[src/hdl/prct_pkg.sv]
// ----------------------------------------------------------------------------
// prct_pkg: shared types and constants of the play count ranked table
// Request and result words, one stored entry, and the broadcast that drives
// every cell of the chain.
// ----------------------------------------------------------------------------
package prct_pkg;

  // operation codes
  localparam logic OP_RECORD = 1'b0;
  localparam logic OP_READ   = 1'b1;

  // saturation point of a play count
  localparam logic [23:0] CNT_MAX = 24'hFFFFFF;

  // request word
  typedef struct packed {
    logic        operation;
    logic [31:0] key;
    logic [23:0] hour_stamp;
    logic [5:0]  rank_index;
  } request_t;

  // result word
  typedef struct packed {
    logic [6:0]  rank;
    logic [23:0] play_count;
    logic [31:0] key_out;
    logic [23:0] hour_out;
    logic        entry_valid;
    logic        evicted;
    logic [31:0] evicted_key;
  } result_t;

  // one ranked entry
  typedef struct packed {
    logic [31:0] key;
    logic [23:0] count;
    logic [23:0] hour;
  } entry_t;

  // broadcast from the controller to every cell
  typedef struct packed {
    logic [31:0] probe_key;  // key looked up in the first step
    entry_t      fresh;      // entry to place in the second step
    logic        found;      // the recorded key was already present
    logic        upd;        // apply the insert and shift this cycle
  } cell_ctl_t;

endpackage

[src/hdl/prct_cell.sv]
// ----------------------------------------------------------------------------
// prct_cell: one rank position of the ranked table
// Holds one entry, matches the broadcast key, and on update takes the new
// entry, takes the entry of the rank above it, or keeps its own.
// ----------------------------------------------------------------------------
module prct_cell #(
  parameter int DEPTH = 64,
  parameter int IDX   = 0,
  localparam int IW   = $clog2(DEPTH + 1)
) (
  input  logic                clk,
  input  prct_pkg::cell_ctl_t ctl,
  input  logic [IW-1:0]       occ,
  input  logic [IW-1:0]       midx,
  input  prct_pkg::entry_t    prev_entry,
  input  logic                prev_ins,
  output prct_pkg::entry_t    entry,
  output logic                match,
  output logic                ins,
  output logic                at_pos
);

  logic [IW-1:0] my_idx;
  logic          valid;
  logic          below_match;

  assign my_idx = IW'(IDX);
  assign valid  = my_idx < occ;

  // key lookup
  assign match = valid && (entry.key == ctl.probe_key);

  // insertion point: list is sorted, so this is a thermometer along the chain
  assign ins    = !valid || (entry.count <= ctl.fresh.count);
  assign at_pos = ins && !prev_ins;

  // ranks past the removed entry keep their place
  assign below_match = ctl.found && (my_idx > midx);

  // insert or shift down by one rank
  always_ff @(posedge clk) begin
    if (ctl.upd) begin
      if (at_pos) begin
        entry <= ctl.fresh;
      end else if (prev_ins && !below_match) begin
        entry <= prev_entry;
      end
    end
  end

endmodule

[config.mk]
export PLATFORM = sky130hd
export DESIGN_NAME = prct_cell
export DESIGN_NICKNAME = d
export VERILOG_FILES = /design/src/hdl/prct_pkg.sv /design/src/hdl/prct_cell.sv
export SDC_FILE = /design/constraint.sdc
export NUM_CORES = 1
export LEC_CHECK = 0
export BUFFER_PORTS_ARGS = -buffer_cell sky130_fd_sc_hd__buf_2
export CAP_MARGIN = 25
export CORE_ASPECT_RATIO = 1.4
export CORE_UTILIZATION = 40
export DETAILED_ROUTE_END_ITERATION = 8
export GPL_ROUTABILITY_DRIVEN = 1
export GPL_TIMING_DRIVEN = 1
export PLACE_DENSITY_LB_ADDON = 0.1
export SLEW_MARGIN = 40
export SYNTH_ARGS = -nofsm -noshare
export SYNTH_HDL_FRONTEND = slang
export SYNTH_SLANG_ARGS = --single-unit
[constraint.sdc]
create_clock -name clk -period 22.3 [get_ports clk]
set_clock_uncertainty 0.2 [all_clocks]
set_input_delay 2.23 -clock clk [delete_from_list [all_inputs] [get_ports clk]]
set_output_delay 2.23 -clock clk [all_outputs]
set_load 0.02 [all_outputs]
; Word-level counts from Yosys, hierarchy flattened
; Cells that the tools add are included.
[totals]
register_bits = 80
out_inout_bits = 83
inputBits = 210
word_cells = 19
[classes]
order_cmp = 3
eq_ne = 1
n_reduce_logical = 10
mux = 2
[op_table]
columns = operator, count
row1 = $mux 80, 2
row2 = $eq 32x32->1, 1
row3 = $le 24x24->1, 1
row4 = $gt 1x7->1 const A, 1
row5 = $lt 1x7->1 const A, 1
row6 = $logic_and 1x1->1, 4
row7 = $logic_not 1->1, 3
row8 = $reduce_and 2->1, 1
row9 = $reduce_bool 2->1, 1
row10 = $logic_or 1x1->1, 1

; Longest topological paths before layout
; Gate-level depths: netlist of run 1.
[logic_depth]
ltp_word = 6
depth_mapped = 10
ltp_nobuf = 8

; Least setup slack after synthesis of run 1
; No wires, ideal clock.
[synth_path]
path_type = input to register
startpoint = input port ctl[37] in the netlist's numbering
endpoint = register entry[0] in the netlist's numbering (enable)
path_slack_ns = 13.560
path_buffers = 1
cell_stages = 9
arrival_time_ns = 7.974
setup_time_ns = 0.566
t_required_ns = 21.534
path_cell_list = inv_1 ha_1 a21oi_1 o21ai_0 a211oi_1 nor3_1 or2_2 buf_2 a31oi_1
[synth_via]
elab_chain_cells = 5
[synth_rtl]
columns = element, line_no
row1 = start: declaration, prct_cell.sv:12  ; input prct_pkg::cell_ctl_t ctl,
row2 = $le 24x24->1, prct_cell.sv:34  ; assign ins = !valid || (entry.count <= ctl.fresh.count);
row3 = $logic_or 1x1->1, prct_cell.sv:34
row4 = $logic_and 1x1->1, prct_cell.sv:35  ; assign at_pos = ins && !prev_ins;
row5 = $reduce_bool 2->1 (no line), -
row6 = $reduce_and 2->1 (no line), -
row7 = end signal: assignment, prct_cell.sv:44  ; entry <= ctl.fresh;
row8 = end signal: assignment, prct_cell.sv:46  ; entry <= prev_entry;
row9 = end: declaration, prct_cell.sv:17  ; output prct_pkg::entry_t entry,
; No other way between the ends.
; A chain may end at the register's enable or synchronous reset.

; Worst setup path after layout of run 1
[layout_path]
startpoint = input port ctl[49] in the netlist's numbering
endpoint = output port at_pos
[layout_via]
elab_chain_cells = 3
[layout_rtl]
columns = element, line_no
row1 = $le 24x24->1, prct_cell.sv:34
row2 = $logic_or 1x1->1, prct_cell.sv:34
row3 = $logic_and 1x1->1, prct_cell.sv:35
row4 = end: declaration, prct_cell.sv:20  ; output logic at_pos
; No other way between the ends.

==> metrics.cfg, run 1 <==
[global_routing]
grt_max_degree=85
grt_overflow_total=0
grt_pass1_vias=6181
grt_antenna_before_repair=5
grt_first_pass_wirelength_mm=32.0
grt_usage=0.266

[clocking]
cts_resized=0
numCtsBuffers=9
clk_pin_slew_ps=60
cts_tree=done
ctsRootBufferMaster=clkbuf_16
hold_buffers=0
clock-sinks=80
htreeDepth=3
post-cts-setup-buffers=0
max-clock-path-buffers=2
clk_latency_ps=340

[timing]
period_share=0.317
slew_viol_final=0
setup-violations-final=0
grt_setup_unrepaired=false
fin_ws_ps=15240
min_period_ps=7060
hold_viol_final=0
fin_setup_tns_ps=0
max-slew-margin-rel=0.391
tightestPinTransition_ps=905
timing.fmax_mhz=142

[place]
port-buffer-count=284
dpl.hpwl_mm=13.5
dpl-instance-area_um2=7380
place_ws_ps=15190
place_congestion=0.860

[yosys]
synth_area_leaders=edfxtp_1 (41%), a311o_1 (14%), nand2_1 (11%), o21ai_0 (7.2%), nor3_1 (6.9%)
syn_area_um2=5870
ys_ff_latch=80
yosys_warnings=0
synth_cell_types=26
ys_dominant_reg_cell=edfxtp_1
netlist_instances=679
synthesis.nets=913
yosysMostFrequentCell=nand2_1
yosysTopAreaCell=edfxtp_1
ys_async_sr_fraction=0
synth_common_cells=nand2_1 (166), o21ai_0 (85), nor3_1 (81), a311o_1 (80), edfxtp_1 (80)
synth_edf_count=80
syn_area_per_cell_um2=8.64
seq_area_frac_synth=0.409
synth_top_area_frac=0.409

[routing]
routed_wl_mm=20.1
ant_nets=0
drcViolationCount=0
drt_iter0_markers=327
viasPerCell=5.65
wl_per_cell_um=17.9
firstDrtPassIters=6
via_count=6335

[final_layout]
nFillCells=1354
drive_gt1_frac=0.335
fin_util=0.538
multiInputGateArea_um2=3140
syn2layout_area_growth_pct=31.8
reg_top3=entry (80)
largest_reg_flops=80
nets=1158
fin_area_um2=7740
top_register=entry
register_area_um2=2400

[power]
power.density_nw_per_um2=69.5
ir_worst_vdd_uv=34.8
leakage_nw=3.41

[die]
die_area_um2=15200
die_width_um=104
ioPinCount=293
placementRows=52
start_util=0.408
die_h_um=145
fp.coreArea_um2=14400

[worst_setup_path]
worstReg2RegEnd=entry[1]
r2r_start=entry[47]
worst_setup_path_end_kind=output port
reg2reg_slack_ps=17970
cp-startpoint=ctl[49]
r2r_cells=8
cpPeakStageDelay_ps=600
worstPathCellList=buf_2, inv_1, ha_1, nand4_1, nor4_1, a21oi_1, o31ai_4, or2_4, a21oi_1, buf_2
cp_slowest_cell=nor4_1
arrival_ps=4630
cp_max_fo=31
start_kind=input pin
critical_path_required_ps=19870
endpoint=at_pos
critical_path_class=input pin to output port

[run_status]
status=complete, no violations

[flow_run]
drv_cap=0

[hold_path]
hp-class=flip-flop to flip-flop

## final cells by class
type | instances | share of cell area
well taps | 189 | 0.0306
clock inverters | 4 | 0.0121
repair buffers | 293 | 0.195
flip-flops and latches | 80 | 0.311
multi-input cells | 512 | 0.406
diodes | 5 | 0.00162
clock buffers | 11 | 0.0301
inverters | 28 | 0.0136
## layout by cell type (no fill, tap or decap), drive strengths merged
master and n:
xnor2 4, or2 1, o21a 1, a311o 80, o31ai 1, nand4 8, clkinv 1, or4 2
a211oi 1, clkbuf 11, diode 5, nand2 166, nand2b 1, nor4 10, nand3 1, inv 28
buf 293, nor3 81, o21ai 85, nor2b 1, a21oi 15, nor2 1, ha 24, bufinv 3
edfxtp 80, a31oi 1, xor2 28
## power breakdown
group | switching (mW) | internal (mW)
Clock | 0.0607 | 0.109
Combinational | 0.102 | 0.0639
Sequential | 0.0100 | 0.192
## routing by layer
| metal | track usage | wire, um |
|---|---|---|
| met1 | 0.333 | 8000 |
| met2 | 0.441 | 9860 |
| met3 | 0.0521 | 1480 |
| met4 | 0.122 | 762 |
| met5 | 0 | 0 |
## worst min path at each step
stage               startpoint        end  slack, ps  depth (start not counted)
global route         entry[25]  entry[34]       1280                          6
floorplan            entry[47]   entry[0]       1170                          8
detailed placement   entry[26]  entry[36]       1150                          6
global placement     entry[26]  entry[34]       1100                          6
finish               entry[26]  entry[35]       1160                          6
CTS                  entry[26]  entry[36]       1170                          6
## logic make-up after synthesis
logic type / synth area share
buffers and inverters: 0.0627
AOI/OAI and AO/OA: 0.227
DFF: 0.409
and+or+nand+nor: 0.202
adders and majority gates: 0.0512
xor gates and xnor gates: 0.0478
## worst max-delay path, delay by kind of cell
kind | cells | cell delay, ps
simple gates | 3 | 1250
compound gates | 3 | 490
buf+inv | 3 | 340
fa+ha+maj | 1 | 300
## through the flow
stage               hold slack [ps]  std cells  power [mW]
finish                         1160       1122       0.537
global route                   1280       1122       0.565
CTS                            1170       1116       0.541
detailed placement             1150       1101       0.371
global placement               1100       1101       0.366
floorplan                      1170        679       0.312
Note: power is estimated with default switching activity, not from simulation.
==> inputs of run 2 (changes only) <==
ABC_AREA = 1   (was not set)
CORE_AREA = 2 2 112 114   (was not set)
CORE_ASPECT_RATIO = not set   (was 1.4)
CORE_UTILIZATION = not set   (was 40)
DIE_AREA = 0 0 114 116   (was not set)
clock period = 6.74 ns   (was 22.3 ns; I/O delays follow)
==> run 2 against run 1 <==
  * Register-to-register slack worse by 14000 ps
  * Clock power rose to 2.8 times the previous value
  * Highest routed layer is now met5
  * Cell count down 14%
  * Largest power group unchanged
  * Routed wire length down 29%
  * Sequential power rose to 3.2 times the previous value
  * Worst hold slack worse by 760 ps
  * Via count down 27%
  * Critical path type unchanged
  * Critical endpoint unchanged
==> metrics.cfg, run 2 <==
[run_status]
status=complete, no violations  ; unchanged

[power]
swShare=0.313  ; was 0.321
clkPwrFrac=0.301  ; was 0.315
leakage_nw=3.42  ; was 3.41 nW
combPwrFrac=0.277  ; was 0.308
power.density_nw_per_um2=240  ; was 69.5 nW/um2
fin_total_pwr_mw=1.55  ; was 0.537 mW
ir_worst_vdd_uv=164  ; was 34.8 uV
p_seq_frac=0.422  ; was 0.377
switching_power_mw=0.487  ; was 0.172 mW
p_int_mw=1.07  ; was 0.365 mW

[final_layout]
largest_reg_flops=80  ; unchanged
top_register=entry  ; unchanged
layout_commonest_cell=buf_2  ; unchanged
syn2layout_area_growth_pct=37.0  ; was 31.8%
reg_top3=entry (80)  ; unchanged
nets=1045  ; was 1158
drive_gt1_frac=0.381  ; was 0.335
mostFrequentLayoutCells=buf_2 (284), nand2_1 (210), nand3_1 (84)  ; was buf_2 (284), nand2_1 (166), o21ai_0 (85)
fin_area_um2=6480  ; was 7740 um2

[timing]
fin_setup_tns_ps=0  ; unchanged
period_share=0.585
tightestPinTransition_ps=723  ; was 905 ps
setup-violations-final=0  ; unchanged
hold_slack_ps=404  ; was 1160 ps
timing.fmax_mhz=253
hold_viol_final=0  ; unchanged
max-slew-margin-rel=0.513  ; was 0.391
fin_ws_ps=2790  ; was 15240 ps
slew_viol_final=0  ; unchanged
min_period_ps=3950
grt_setup_unrepaired=false  ; unchanged

[routing]
drt_iter0_markers=200  ; was 327
wl_per_cell_um=14.9  ; was 17.9 um
via_count=4654  ; was 6335
routed_wl_mm=14.3  ; was 20.1 mm
drcViolationCount=0  ; unchanged
ant_nets=0  ; unchanged
viasPerCell=4.83  ; was 5.65
firstDrtPassIters=4  ; was 6

[clocking]
hold_buffers=0  ; unchanged
post-cts-setup-buffers=0  ; unchanged
clk_pin_slew_ps=60  ; about the same
ctsRootBufferMaster=clkbuf_16  ; unchanged
clk_latency_ps=330  ; was 340 ps
clock-sinks=80  ; unchanged
numCtsBuffers=9  ; unchanged
max-clock-path-buffers=2  ; unchanged
cts_resized=0  ; unchanged
cts_tree=done  ; unchanged
htreeDepth=3  ; unchanged

[place]
dpl-instance-area_um2=6200  ; was 7380 um2
place_congestion=0.830  ; was 0.860
dpl.hpwl_mm=10.7  ; was 13.5 mm
port-buffer-count=284  ; unchanged
place_ws_ps=2750  ; was 15190 ps

[yosys]
syn_area_per_cell_um2=8.80  ; was 8.64 um2
seq_area_frac_synth=0.508  ; was 0.409
synth_cell_types=28  ; was 26
yosys_warnings=0  ; unchanged
synth_top_area_frac=0.508  ; was 0.409
ys_dominant_reg_cell=edfxtp_1  ; unchanged
synth_edf_count=80  ; unchanged
synth_area_leaders=edfxtp_1 (51%), nand2_1 (17%), nand3_1 (8.9%), ha_1 (6.3%), inv_1 (3.4%)  ; was edfxtp_1 (41%), a311o_1 (14%), nand2_1 (11%), o21ai_0 (7.2%), nor3_1 (6.9%)
synthesis.nets=772  ; was 913
yosysMostFrequentCell=nand2_1  ; unchanged
synth_common_cells=nand2_1 (210), nand3_1 (84), edfxtp_1 (80), inv_1 (43), ha_1 (24)  ; was nand2_1 (166), o21ai_0 (85), nor3_1 (81), a311o_1 (80), edfxtp_1 (80)
netlist_instances=538  ; was 679
yosysTopAreaCell=edfxtp_1  ; unchanged
ys_ff_latch=80  ; unchanged
syn_area_um2=4730  ; was 5870 um2
ys_async_sr_fraction=0  ; unchanged

[die]
ioPinCount=293  ; unchanged
die_h_um=116  ; was 145 um
die_area_um2=13200  ; was 15200 um2
fp.coreArea_um2=11900  ; was 14400 um2
placementRows=40  ; was 52
start_util=0.397  ; was 0.408
die_width_um=114  ; was 104 um

[worst_setup_path]
worst_setup_path_end_kind=output port  ; unchanged
cp_slowest_cell=nand2_8  ; was nor4_1
arrival_ps=3070  ; was 4630 ps
cpLargestDelayFamily=simple AND/OR/NAND/NOR gates  ; unchanged
crit_buf_inv=4  ; was 3
r2r_cells=10  ; was 8
cp_max_fo=82  ; was 31
worstPathCellList=buf_2, inv_1, ha_1, nand2_1, nor2_1, nand3_1, nor3_2, a21oi_1, nand2_8, nand2_8, inv_1, buf_2  ; was buf_2, inv_1, ha_1, nand4_1, nor4_1, a21oi_1, o31ai_4, or2_4, a21oi_1, buf_2
cp.depth=12  ; was 10
critical_path_class=input pin to output port  ; unchanged
start_kind=input pin  ; unchanged
critical_path_required_ps=5870  ; was 19870 ps
cpPeakStageDelay_ps=500  ; was 600 ps

[global_routing]
grt_first_pass_wirelength_mm=21.2  ; was 32.0 mm
grt_util_met1=0.221  ; was 0.333
grt_pass1_vias=4467  ; was 6181
grt_max_degree=83  ; was 85
grt_overflow_total=0  ; unchanged
gr-usage-met3=0.0554  ; was 0.0521
grt.busiest_layer=met2  ; unchanged
grt.met2_usage=0.392  ; was 0.441
grt_usage=0.207  ; was 0.266
grt_antenna_before_repair=1  ; was 5

[flow_run]
drv_cap=0  ; unchanged

[hold_path]
hp-class=input pin to flip-flop  ; was flip-flop to flip-flop
hold_depth=3  ; was 6

run 2: layout make-up:
| cell class | count | area [um2] |
|---|---|---|
| repair buffers | 286 | 1440 |
| clock buffers | 11 | 233 |
| inverters | 44 | 166 |
| well taps | 147 | 184 |
| multi-input cells | 390 | 2010 |
| clock inverters | 5 | 47.5 |
| flip-flops and latches | 80 | 2400 |
| fillers | 1171 | 5430 |
| diodes | 1 | 2.50 |
run 2: power by group through the flow:
stage | Combinational, mW | Sequential (mW) | Clock (mW)
6_report | 0.430 | 0.655 | 0.468
5_1_grt | 0.478 | 0.662 | 0.494
4_1_cts | 0.436 | 0.656 | 0.480
3_5_place_dp | 0.434 | 0.666 | 0
3_3_place_gp | 0.425 | 0.663 | 0
2_1_floorplan | 0.208 | 0.735 | 0
run 2: kinds of logic after synthesis:
family,synth area share
simple gates,0.295
compound gates,0.0267
xor+xnor,0.0370
buf+inv,0.0703
fa+ha+maj,0.0635
flops,0.508
run 2: final timing paths:
check	from	to	slack, ps
max reg2reg	entry[47]	entry[52]	3470
max	ctl[49]	at_pos	2790
min reg2reg	entry[43]	entry[75]	1350
min	prev_entry[34]	entry[34]	400
run 2: per-stage QoR:
| step | instances | util |
|---|---|---|
| after floorplan | 538 | - |
| after global placement | 947 | 0.519 |
| after detailed placement | 947 | 0.520 |
| after CTS | 963 | 0.544 |
| after global routing | 963 | 0.544 |
| final | 964 | 0.544 |
run 2: worst register-to-register path, delay by kind of cell, from the launching register on:
kind / cells / cell delay, ps
buffers and inverters: 2 / 1050
AND/OR/NAND/NOR: 6 / 770
adder cells (fa/ha/maj): 1 / 310
flip-flops: 1 / 400
AO/OA/AOI/OAI: 1 / 170
run 2: per-layer routing:
layer / wire length [um] / share of wire
met1: 5400 / 0.38
met2: 7390 / 0.51
met3: 1250 / 0.087
met4: 290 / 0.020
met5: 13 / 0.00091
